===== src/rtl/core/sma_pkg.sv =====
// Shared types and constants for the stack machine arithmetic unit.
package sma_pkg;

    typedef enum logic [2:0] {
        OP_PUSH = 3'd0,
        OP_SUB  = 3'd1,
        OP_DIV  = 3'd2,
        OP_MUL  = 3'd3,
        OP_MOD  = 3'd4
    } opcode_t;

    typedef enum logic [1:0] {
        STS_OK      = 2'd0,
        STS_SHORT   = 2'd1,
        STS_DIVZERO = 2'd2,
        STS_FULL    = 2'd3
    } status_t;

    typedef enum logic [2:0] {
        S_IDLE,
        S_DECODE,
        S_READ,
        S_EXEC,
        S_FIN
    } ctrl_state_t;

    typedef enum logic [1:0] {
        U_IDLE,
        U_RUN,
        U_FIX,
        U_DONE
    } unit_state_t;

    localparam int WORD_W = 32;
    localparam int STEP_W = 5;
    localparam logic [STEP_W-1:0] STEP_LAST = 5'd31;

    typedef struct packed {
        logic       start;
        logic [2:0] op;
    } iter_req_t;

endpackage


===== src/rtl/core/sma_iter_unit.sv =====
// Iterative arithmetic unit: subtract, shift-add multiply and restoring divide on one adder.
module sma_iter_unit (
    input  logic                          aclk,
    input  logic                          aresetn,
    input  sma_pkg::iter_req_t            req,
    input  logic [sma_pkg::WORD_W-1:0]    a,
    input  logic [sma_pkg::WORD_W-1:0]    b,
    output logic                          done,
    output logic [sma_pkg::WORD_W-1:0]    result
);
    import sma_pkg::*;

    unit_state_t         state_reg, state_next;
    logic [2:0]          op_reg;
    logic [WORD_W-1:0]   acc_reg;
    logic [WORD_W-1:0]   opa_reg;
    logic [WORD_W-1:0]   opb_reg;
    logic [WORD_W-1:0]   res_reg;
    logic [STEP_W-1:0]   cnt_reg;
    logic                neg_reg;

    logic [WORD_W:0]     add_x;
    logic [WORD_W:0]     add_y;
    logic                add_sub;
    logic [WORD_W+1:0]   sum;
    logic [WORD_W-1:0]   fix_val;
    logic [WORD_W-1:0]   a_mag;
    logic [WORD_W-1:0]   b_mag;

    assign a_mag   = a[WORD_W-1] ? (WORD_W'(0) - a) : a;
    assign b_mag   = b[WORD_W-1] ? (WORD_W'(0) - b) : b;
    assign fix_val = (op_reg == OP_DIV) ? opb_reg : acc_reg;

    // The single adder; in divide steps it trial-subtracts the divisor from the shifted remainder.
    always_comb begin
        add_x   = '0;
        add_y   = '0;
        add_sub = 1'b0;
        unique case (state_reg)
            U_RUN: begin
                if (op_reg == OP_MUL) begin
                    add_x = {1'b0, acc_reg};
                    add_y = {1'b0, opa_reg};
                end else if (op_reg == OP_SUB) begin
                    add_x   = {1'b0, acc_reg};
                    add_y   = {1'b0, opa_reg};
                    add_sub = 1'b1;
                end else begin
                    add_x   = {acc_reg, opb_reg[WORD_W-1]};
                    add_y   = {1'b0, opa_reg};
                    add_sub = 1'b1;
                end
            end
            U_FIX: begin
                add_y   = {1'b0, fix_val};
                add_sub = 1'b1;
            end
            default: begin
            end
        endcase
    end

    assign sum = {1'b0, add_x} + ({1'b0, add_y} ^ {(WORD_W+2){add_sub}})
               + {{(WORD_W+1){1'b0}}, add_sub};

    always_comb begin
        state_next = state_reg;
        unique case (state_reg)
            U_IDLE: if (req.start) state_next = U_RUN;
            U_RUN: begin
                if (op_reg == OP_SUB) begin
                    state_next = U_DONE;
                end else if (cnt_reg == STEP_LAST) begin
                    state_next = U_FIX;
                end
            end
            U_FIX:  state_next = U_DONE;
            U_DONE: state_next = U_IDLE;
            default: state_next = U_IDLE;
        endcase
    end

    always_comb begin
        done = 1'b0;
        unique case (state_reg)
            U_DONE:  done = 1'b1;
            default: done = 1'b0;
        endcase
    end

    assign result = res_reg;

    always_ff @(posedge aclk) begin
        if (!aresetn) begin
            state_reg <= U_IDLE;
        end else begin
            state_reg <= state_next;
        end
    end

    always_ff @(posedge aclk) begin
        case (state_reg)
            U_IDLE: begin
                if (req.start) begin
                    op_reg  <= req.op;
                    cnt_reg <= '0;
                    if (req.op == OP_SUB) begin
                        acc_reg <= a;
                        opa_reg <= b;
                        neg_reg <= 1'b0;
                    end else if (req.op == OP_MUL) begin
                        acc_reg <= '0;
                        opa_reg <= a;
                        opb_reg <= b;
                        neg_reg <= 1'b0;
                    end else begin
                        acc_reg <= '0;
                        opa_reg <= b_mag;
                        opb_reg <= a_mag;
                        // Quotient sign follows both operands, remainder sign the dividend.
                        neg_reg <= (req.op == OP_DIV) ? (a[WORD_W-1] ^ b[WORD_W-1])
                                                      : a[WORD_W-1];
                    end
                end
            end
            U_RUN: begin
                cnt_reg <= cnt_reg + STEP_W'(1);
                if (op_reg == OP_SUB) begin
                    res_reg <= sum[WORD_W-1:0];
                end else if (op_reg == OP_MUL) begin
                    if (opb_reg[0]) acc_reg <= sum[WORD_W-1:0];
                    opa_reg <= {opa_reg[WORD_W-2:0], 1'b0};
                    opb_reg <= {1'b0, opb_reg[WORD_W-1:1]};
                end else begin
                    if (!sum[WORD_W+1]) begin
                        acc_reg <= sum[WORD_W-1:0];
                        opb_reg <= {opb_reg[WORD_W-2:0], 1'b1};
                    end else begin
                        acc_reg <= {acc_reg[WORD_W-2:0], opb_reg[WORD_W-1]};
                        opb_reg <= {opb_reg[WORD_W-2:0], 1'b0};
                    end
                end
            end
            U_FIX: begin
                res_reg <= neg_reg ? sum[WORD_W-1:0] : fix_val;
            end
            default: begin
            end
        endcase
    end

endmodule


===== src/rtl/core/stack_machine_arith_unit_core.sv =====
// Top level of the stack machine arithmetic unit: control sequencer, stack memory, result register.
//
// Channel  | Dir | Ports                        | Contents
// ---------+-----+------------------------------+--------------------------------------------
// input    | in  | s_tvalid s_tready s_tdata    | tuser: opcode; tdata: push_value
//          |     | s_tuser                      |
// result   | out | m_tvalid m_tready m_tdata    | tuser: status; tdata: top_value, depth
//          |     | m_tuser                      |
//
// One item is worked on at a time and s_tready is high only while the sequencer is idle.
// A push, an unknown opcode or a rejected operation goes from decode straight to the finish
// state; an accepted sub, mul, div or mod passes through read and execute, and mul, div and mod
// take the 32 steps of the shared adder inside the iterative unit plus its sign fix-up step.
// Reset (aresetn low at a rising edge of aclk) empties the stack and drops any pending result;
// stack memory contents are left as they are and only entries below the depth are ever read.
// The result sits in an output register, so a new input transfer is taken while the previous
// result still waits for m_tready; a finished item waits only if that register is still full.
module stack_machine_arith_unit_core #(
    parameter int STACK_DEPTH = 64
) (
    input  logic        aclk,
    input  logic        aresetn,
    input  logic        s_tvalid,
    output logic        s_tready,
    input  logic [31:0] s_tdata,   // [31:0] push_value
    input  logic [2:0]  s_tuser,   // [2:0] opcode
    output logic        m_tvalid,
    input  logic        m_tready,
    output logic [39:0] m_tdata,   // [31:0] top_value, [38:32] depth, [39] zero
    output logic [1:0]  m_tuser    // [1:0] status
);
    import sma_pkg::*;

    // Count holds 0 to STACK_DEPTH; memory addresses cover 0 to STACK_DEPTH-1.
    localparam int CW = $clog2(STACK_DEPTH + 1);
    localparam int AW = $clog2(STACK_DEPTH);

    ctrl_state_t         state_reg, state_next;
    logic [2:0]          op_reg;
    logic [WORD_W-1:0]   pv_reg;
    logic [1:0]          status_reg;
    logic [CW-1:0]       count_reg;
    logic [WORD_W-1:0]   top_reg;
    logic                m_tvalid_reg, m_tvalid_next;
    logic [39:0]         m_tdata_reg;
    logic [1:0]          m_tuser_reg;

    // Stack memory: one write port, one registered read port.
    logic [WORD_W-1:0]   mem [STACK_DEPTH];
    logic [WORD_W-1:0]   rd_data_reg;
    logic                mem_we;
    logic                mem_re;
    logic [AW-1:0]       mem_waddr;
    logic [WORD_W-1:0]   mem_wdata;

    logic [CW-1:0]       sec_idx_full;
    logic [AW-1:0]       sec_idx;
    logic [AW-1:0]       push_idx;
    logic                is_arith;
    logic                is_divmod;
    logic                is_full;
    logic                is_short;
    logic                is_divzero;
    logic                push_ok;
    logic                arith_go;
    logic [1:0]          dec_status;
    logic                out_free;
    logic [CW+6:0]       count_wide;
    logic [WORD_W-1:0]   top_out;

    iter_req_t           unit_req;
    logic                unit_done;
    logic [WORD_W-1:0]   unit_result;

    sma_iter_unit u_iter (
        .aclk    (aclk),
        .aresetn (aresetn),
        .req     (unit_req),
        .a       (rd_data_reg),
        .b       (top_reg),
        .done    (unit_done),
        .result  (unit_result)
    );

    // The second entry sits just below the cached top; a push lands at the current count.
    assign sec_idx_full = count_reg - CW'(2);
    assign sec_idx      = sec_idx_full[AW-1:0];
    assign push_idx     = count_reg[AW-1:0];

    // Decode of the latched item against the current stack. The length check wins over
    // the zero-divisor check.
    assign is_arith   = (op_reg == OP_SUB) || (op_reg == OP_DIV) ||
                        (op_reg == OP_MUL) || (op_reg == OP_MOD);
    assign is_divmod  = (op_reg == OP_DIV) || (op_reg == OP_MOD);
    assign is_full    = (count_reg == CW'(STACK_DEPTH));
    assign is_short   = is_arith && (count_reg < CW'(2));
    assign is_divzero = is_divmod && !is_short && (top_reg == WORD_W'(0));
    assign push_ok    = (op_reg == OP_PUSH) && !is_full;
    assign arith_go   = is_arith && !is_short && !is_divzero;

    always_comb begin
        if ((op_reg == OP_PUSH) && is_full) begin
            dec_status = STS_FULL;
        end else if (is_short) begin
            dec_status = STS_SHORT;
        end else if (is_divzero) begin
            dec_status = STS_DIVZERO;
        end else begin
            dec_status = STS_OK;
        end
    end

    assign out_free = !m_tvalid_reg || m_tready;

    // Next-state logic of the sequencer.
    always_comb begin
        state_next = state_reg;
        unique case (state_reg)
            S_IDLE:   if (s_tvalid) state_next = S_DECODE;
            S_DECODE: state_next = arith_go ? S_READ : S_FIN;
            S_READ:   state_next = S_EXEC;
            S_EXEC:   if (unit_done) state_next = S_FIN;
            S_FIN:    if (out_free) state_next = S_IDLE;
            default:  state_next = S_IDLE;
        endcase
    end

    // Output logic of the sequencer: memory port, unit start and input ready.
    always_comb begin
        s_tready       = 1'b0;
        mem_we         = 1'b0;
        mem_re         = 1'b0;
        mem_waddr      = push_idx;
        mem_wdata      = pv_reg;
        unit_req.start = 1'b0;
        unit_req.op    = op_reg;
        unique case (state_reg)
            S_IDLE: s_tready = 1'b1;
            S_DECODE: begin
                mem_we = push_ok;
                mem_re = arith_go;
            end
            S_READ: unit_req.start = 1'b1;
            S_EXEC: begin
                mem_we    = unit_done;
                mem_waddr = sec_idx;
                mem_wdata = unit_result;
            end
            default: begin
            end
        endcase
    end

    always_ff @(posedge aclk) begin
        if (mem_we) mem[mem_waddr] <= mem_wdata;
        if (mem_re) rd_data_reg <= mem[sec_idx];
    end

    always_ff @(posedge aclk) begin
        if (!aresetn) begin
            state_reg    <= S_IDLE;
            count_reg    <= '0;
            m_tvalid_reg <= 1'b0;
        end else begin
            state_reg    <= state_next;
            m_tvalid_reg <= m_tvalid_next;
            if ((state_reg == S_DECODE) && push_ok) begin
                count_reg <= count_reg + CW'(1);
            end else if ((state_reg == S_EXEC) && unit_done) begin
                count_reg <= count_reg - CW'(1);
            end
        end
    end

    // Item, status and cached top of stack; payload only, no reset needed.
    always_ff @(posedge aclk) begin
        if ((state_reg == S_IDLE) && s_tvalid) begin
            op_reg <= s_tuser;
            pv_reg <= s_tdata;
        end
        if (state_reg == S_DECODE) begin
            status_reg <= dec_status;
            if (push_ok) top_reg <= pv_reg;
        end
        if ((state_reg == S_EXEC) && unit_done) top_reg <= unit_result;
    end

    // Result register: loaded once the stack reflects the finished item.
    assign count_wide = {7'd0, count_reg};
    assign top_out    = (count_reg != CW'(0)) ? top_reg : WORD_W'(0);

    always_comb begin
        m_tvalid_next = m_tvalid_reg;
        if ((state_reg == S_FIN) && out_free) begin
            m_tvalid_next = 1'b1;
        end else if (m_tready) begin
            m_tvalid_next = 1'b0;
        end
    end

    always_ff @(posedge aclk) begin
        if ((state_reg == S_FIN) && out_free) begin
            m_tdata_reg <= {1'b0, count_wide[6:0], top_out};
            m_tuser_reg <= status_reg;
        end
    end

    assign m_tvalid = m_tvalid_reg;
    assign m_tdata  = m_tdata_reg;
    assign m_tuser  = m_tuser_reg;

`ifndef SYNTH
    // The stack never holds more entries than it has room for.
    a_count_bound: assert property (@(posedge aclk) disable iff (!aresetn)
        count_reg <= CW'(STACK_DEPTH))
        else $error("stack count above depth");

    // The arithmetic unit finishes only while the sequencer waits for it.
    a_done_in_exec: assert property (@(posedge aclk) disable iff (!aresetn)
        unit_done |-> (state_reg == S_EXEC))
        else $error("arithmetic unit finished outside execute");

    // Leaving the finish state always leaves a result waiting on the output.
    a_fin_loads: assert property (@(posedge aclk) disable iff (!aresetn)
        ((state_reg == S_FIN) && out_free) |=> m_tvalid)
        else $error("finished item produced no result");
`endif

endmodule

===== config.mk =====
export PLATFORM = sky130hd
export DESIGN_NAME = stack_machine_arith_unit_core
export DESIGN_NICKNAME = d
export VERILOG_FILES = /design/src/rtl/core/sma_pkg.sv /design/src/rtl/core/sma_iter_unit.sv /design/src/rtl/core/stack_machine_arith_unit_core.sv
export SDC_FILE = /design/constraint.sdc
export NUM_CORES = 2
export LEC_CHECK = 0
export ABC_AREA = 0
export BUFFER_PORTS_ARGS = -buffer_cell sky130_fd_sc_hd__buf_2
export CAP_MARGIN = 20
export CORE_MARGIN = 5
export CORE_UTILIZATION = 63
export DETAILED_ROUTE_END_ITERATION = 6
export GPL_TIMING_DRIVEN = 0
export PLACE_DENSITY = 0.79
export SETUP_SLACK_MARGIN = 0.3
export SLEW_MARGIN = 20
export SYNTH_ARGS = -nofsm -noshare
export SYNTH_HDL_FRONTEND = slang
export SYNTH_SLANG_ARGS = --single-unit

===== constraint.sdc =====
create_clock -name aclk -period 7 [get_ports aclk]
set_clock_uncertainty 0.2 [all_clocks]
set_input_delay 1.75 -clock aclk [delete_from_list [all_inputs] [get_ports aclk]]
set_output_delay 1.75 -clock aclk [all_outputs]
set_load 0.1 [all_outputs]

==> report_table.html <==
<table>
<tr><th>Metric</th><th>Value</th></tr>
<tr><th colspan="2">Timing</th></tr>
<tr><td>Final hold violation count</td><td>0</td></tr>
<tr><td>Max transition margin</td><td>between 10% and 20%</td></tr>
<tr><td>Final-report max-slew violation count</td><td>0</td></tr>
<tr><td>Minimum period implied by the final worst setup slack</td><td>6.89 ns</td></tr>
<tr><td>Fin crit share</td><td>98.4%</td></tr>
<tr><td>Peak Freq</td><td>between 100 and 150 MHz</td></tr>
<tr><td>Final-layout worst hold slack</td><td>approximately 0.27 ns</td></tr>
<tr><td>Worst slew pin tran</td><td>~1.3 ns</td></tr>
<tr><td>Final Setup Violations</td><td>0</td></tr>
<tr><td>Setup repair after global routing missed its margin</td><td>false</td></tr>
<tr><th colspan="2">Worst setup path</th></tr>
<tr><td>RR Startpoint</td><td>count_reg[1]</td></tr>
<tr><td>Worst EP arrival</td><td>slightly above 7 ns</td></tr>
<tr><td>Startpoint type of the worst setup path</td><td>register</td></tr>
<tr><td>Largest fanout of any net on the critical path</td><td>18</td></tr>
<tr><td>Type of destination of the critical path</td><td>register</td></tr>
<tr><td>Slack of the worst reg-to-reg path</td><td>around 0.11 ns</td></tr>
<tr><td>CP Class</td><td>reg -&gt; reg</td></tr>
<tr><td>Crit path required time</td><td>7.35 ns</td></tr>
<tr><td>Reg-to-Reg End</td><td>mem[54][8]</td></tr>
<tr><td>Cell depth of the worst flop-to-flop path</td><td>13</td></tr>
<tr><th colspan="2">Final layout</th></tr>
<tr><td>Cell area after layout</td><td>111000 sq um</td></tr>
<tr><td>Layout cells sized above 1</td><td>between 20% and 30%</td></tr>
<tr><td>Sequential standard cell area</td><td>~70000 sq um</td></tr>
<tr><td>Non-filler cells in the finished layout</td><td>~7600</td></tr>
<tr><td>NumNets Final</td><td>5437</td></tr>
<tr><td>Multi-input combinational cell area</td><td>approximately 25000 sq um</td></tr>
<tr><td>Utilization after layout</td><td>between 70% and 80%</td></tr>
<tr><td>Area growth, synth to finish</td><td>15.4%</td></tr>
<tr><td>Fillers</td><td>8291</td></tr>
<tr><td>Flip-flop count of the largest register after layout</td><td>slightly above 2000</td></tr>
<tr><th colspan="2">Floorplanning</th></tr>
<tr><td>Number of top-level pins</td><td>between 80 and 90</td></tr>
<tr><td>Area of the placeable core</td><td>about 150000 sq um</td></tr>
<tr><td>Die Width</td><td>roughly 400 um</td></tr>
<tr><td>Rows</td><td>between 100 and 150</td></tr>
<tr><td>Area of the die</td><td>around 160000 sq um</td></tr>
<tr><td>Die boundary height</td><td>400 um</td></tr>
<tr><td>Starting utilization of the core area</td><td>between 60% and 70%</td></tr>
<tr><th colspan="2">Placed design</th></tr>
<tr><td>Number of placed cells counting well taps</td><td>about 7100</td></tr>
<tr><td>Port Buf Inserts</td><td>just over 80</td></tr>
<tr><td>Final weighted congestion in routability-driven placement</td><td>about 1</td></tr>
<tr><td>Post-DP Area</td><td>around 100000 sq um</td></tr>
<tr><td>Placed wire-length estimate</td><td>about 200000 um</td></tr>
<tr><th colspan="2">Route</th></tr>
<tr><td>Final routed DRC violation total</td><td>17</td></tr>
<tr><td>Final routed wire length divided by cell count</td><td>between 40 and 50 um</td></tr>
<tr><td>DRT Pass-1 Iters</td><td>7</td></tr>
<tr><td>Vias</td><td>~57000</td></tr>
<tr><td>Mean number of vias per cell</td><td>between 7 and 8</td></tr>
<tr><td>DRC violation total after the first TritonRoute iteration</td><td>around 11000</td></tr>
<tr><td>Antenna Nets Post-Route</td><td>0</td></tr>
<tr><td>Routed WL</td><td>around 320000 um</td></tr>
<tr><th colspan="2">Synth</th></tr>
<tr><td>Xor-xnor portion of the synthesized cell area</td><td>less than 1%</td></tr>
<tr><td>Instance count of the mapped netlist</td><td>4849</td></tr>
<tr><td>Share of Yosys cell area claimed by the top area cell type</td><td>roughly 73%</td></tr>
<tr><td>Number of warnings printed during yosys synthesis</td><td>0</td></tr>
<tr><td>Post-Syn Nets</td><td>between 4000 and 5000</td></tr>
<tr><td>Share of cell area taken by muxes after synthesis</td><td>between 10% and 20%</td></tr>
<tr><td>Average footprint of a synthesized cell</td><td>about 20 sq um</td></tr>
<tr><td>Synth Register Bits</td><td>between 2000 and 2500</td></tr>
<tr><td>Async set or reset register ratio after synthesis</td><td>0%</td></tr>
<tr><td>Adder-cell area share of the yosys netlist</td><td>less than 1%</td></tr>
<tr><td>Synthesized area</td><td>95800 sq um</td></tr>
<tr><td>Synth Area in Simple Gates</td><td>3.75%</td></tr>
<tr><td>Seq/Total Area, Yosys</td><td>around three quarters</td></tr>
<tr><td>Post-synth EDFFs</td><td>2327</td></tr>
<tr><td>Number of unique standard cell types used by synthesis</td><td>74</td></tr>
<tr><td>Leading cell types by total area after synthesis</td><td>edfxtp_1 73%, mux4_2 16%, nand2_1 1.3%</td></tr>
<tr><td>Most area-hungry cell type in the Yosys netlist</td><td>edfxtp_1</td></tr>
<tr><td>Most used flip-flop cell after synthesis</td><td>edfxtp_1</td></tr>
<tr><td>Main combinational cell family by area after synthesis</td><td>multiplexers</td></tr>
<tr><td>Share of the synthesized area in compound gates (AO/OA/AOI/OAI)</td><td>under 10%</td></tr>
<tr><th colspan="2">GRT</th></tr>
<tr><td>Number of global-route vias before repair</td><td>around 56000</td></tr>
<tr><td>Met3 usage in global routing</td><td>between 10% and 20%</td></tr>
<tr><td>Met2 Usage GRT</td><td>between 60% and 70%</td></tr>
<tr><td>Combined global-route utilization of all metal layers</td><td>between 40 and 50%</td></tr>
<tr><td>Global-route layer with the greatest usage</td><td>met2</td></tr>
<tr><td>Global-route wire length before repair</td><td>441000 um</td></tr>
<tr><td>Residual overflow from global routing</td><td>0</td></tr>
<tr><td>Met1 capacity usage during global routing</td><td>49.7%</td></tr>
<tr><td>Largest net degree at the start of global routing</td><td>65</td></tr>
<tr><td>Number of antenna violations at the first check in global routing</td><td>33</td></tr>
<tr><th colspan="2">Clock tree</th></tr>
<tr><td>Inserted Clock Buffers</td><td>219</td></tr>
<tr><td>Clk slew on worst S/H paths</td><td>roughly 0.060 ns</td></tr>
<tr><td>Clock Tree Buf Depth</td><td>3</td></tr>
<tr><td>Maximum level of the CTS H-tree</td><td>4</td></tr>
<tr><td>Clock insertion delay at the later pin of the skew report</td><td>between 0.8 and 0.9 ns</td></tr>
<tr><td>Clock tree root driver cell</td><td>clkbuf_16</td></tr>
<tr><td>CTS hold repair buffers</td><td>0</td></tr>
<tr><td>CTS tree</td><td>built</td></tr>
<tr><td>Clock sinks</td><td>2340</td></tr>
<tr><th colspan="2">Hold path</th></tr>
<tr><td>HP Class</td><td>reg -&gt; reg</td></tr>
<tr><td>Hold depth</td><td>0</td></tr>
<tr><td>Worst hold path endpoint</td><td>m_tdata[34]</td></tr>
<tr><td>Hold path startpoint</td><td>count_reg[2]</td></tr>
<tr><th colspan="2">Run status</th></tr>
<tr><td>Failing checks</td><td>DRC</td></tr>
<tr><td>Outcome</td><td>finished with violations</td></tr>
<tr><th colspan="2">Pwr</th></tr>
<tr><td>Worst IR Drop VDD</td><td>roughly 0.26 mV</td></tr>
<tr><td>Final Total Pwr</td><td>between 30 and 40 mW</td></tr>
<tr><td>Total leakage power</td><td>roughly 34 nW</td></tr>
<tr><td>Power per Cell Area</td><td>277 nW/um^2</td></tr>
<tr><th colspan="2">Run</th></tr>
<tr><td>Max-capacitance violation count</td><td>0</td></tr>
</table>
==> metrics by stage <==
step,TNS [ns],setup slack [ns]
4_1_cts,0,0.302
6_report,0,0.110
5_1_grt,0,0.306
3_5_place_dp,-1295.17,-1.52
3_3_place_gp,-5479.11,-3.31
2_1_floorplan,0,1.38
==> kinds of logic (layout without fill, tap and decap cells) <==
family	count (synthesis)	after routing
AOI/OAI and AO/OA	475	475
buffers and inverters	317	996
other	1	22
DFF	2340	2340
adders and majority gates	49	49
xor gates and xnor gates	100	100
muxes	773	773
and+or+nand+nor	794	794
==> cell type report <==
type                       count  area share, %
tap                         2030           2.30
inverter                      31          0.105
antenna                       21         0.0476
sequential                  2340           63.5
clock buffer                 261           5.16
clock inverter               139           1.26
multi-input combinational   2192           22.8
buffer                       286           1.08
timing repair buffer         279           3.80
==> how the worst max path moves through the flow <==
stage	from	end	slack, ns	depth (start not counted)
finish	count_reg[1]	mem[54][8]	0.11	13
global route	count_reg[0]	mem[45][12]	0.31	15
CTS	count_reg[1]	mem[45][12]	0.30	14
detailed placement	count_reg[1]	mem[9][19]	-1.52	14
global placement	count_reg[1]	mem[17][11]	-3.31	13
floorplan	count_reg[0]	mem[45][0]	1.38	13
==> placed cells by master (no fill, tap or decap), drive strengths merged, types with 86 or more instances in the layout <==
cell type and instances:
a21oi 118, buf 341, clkbuf 485, clkinv 99, edfxtp 2327, mux4 667, nand2 327, nand3 86
nor2 183, o21ai 114
==> critical path: stages (launching register included) <==
cell and delay (ns):
dfxtp_1 0.42, clkbuf_2 0.43, clkbuf_2 0.44, clkbuf_2 0.50
clkbuf_2 0.48, inv_1 0.22, ha_1 0.36, clkbuf_1 0.28
clkbuf_2 0.49, nand2b_1 0.32, o21ai_0 0.40, nand2_1 0.75
nor2_4 1.00, buf_16 0.25
==> per-layer routing <==
metal	routed length, um	part of all wire, %
met1	98000	31
met2	153000	48
met3	42700	13
met4	27300	8.5
met5	186	0.058
==> repair_timing <==
item	4_1_cts	5_1_grt
endpoints found under the setup margin	2080	548
gates cloned	0	0
pin swaps	24	0
resized for setup	9	3
buffers inserted	60	0
==> cells in the mapped netlist (38+ instances only) <==
library cell,n
a21oi_1,118
nor2_1,183
xor2_1,39
mux4_2,667
clkbuf_1,198
edfxtp_1,2327
nand2_1,327
xnor2_1,61
nand3_1,86
buf_1,65
nor2b_1,74
ha_1,47
mux2i_1,71
a32oi_1,38
o21ai_0,111
==> power breakdown <==
| group | total (mW) | leakage [nW] | internal, mW | switching (mW) |
|---|---|---|---|---|
| registers | 15.7 | 21.1 | 15.6 | 0.0683 |
| logic | 2.72 | 9.68 | 0.756 | 1.96 |
| clock network | 12.2 | 3.44 | 6.64 | 5.54 |
Note: power is estimated with default switching activity, not from simulation.
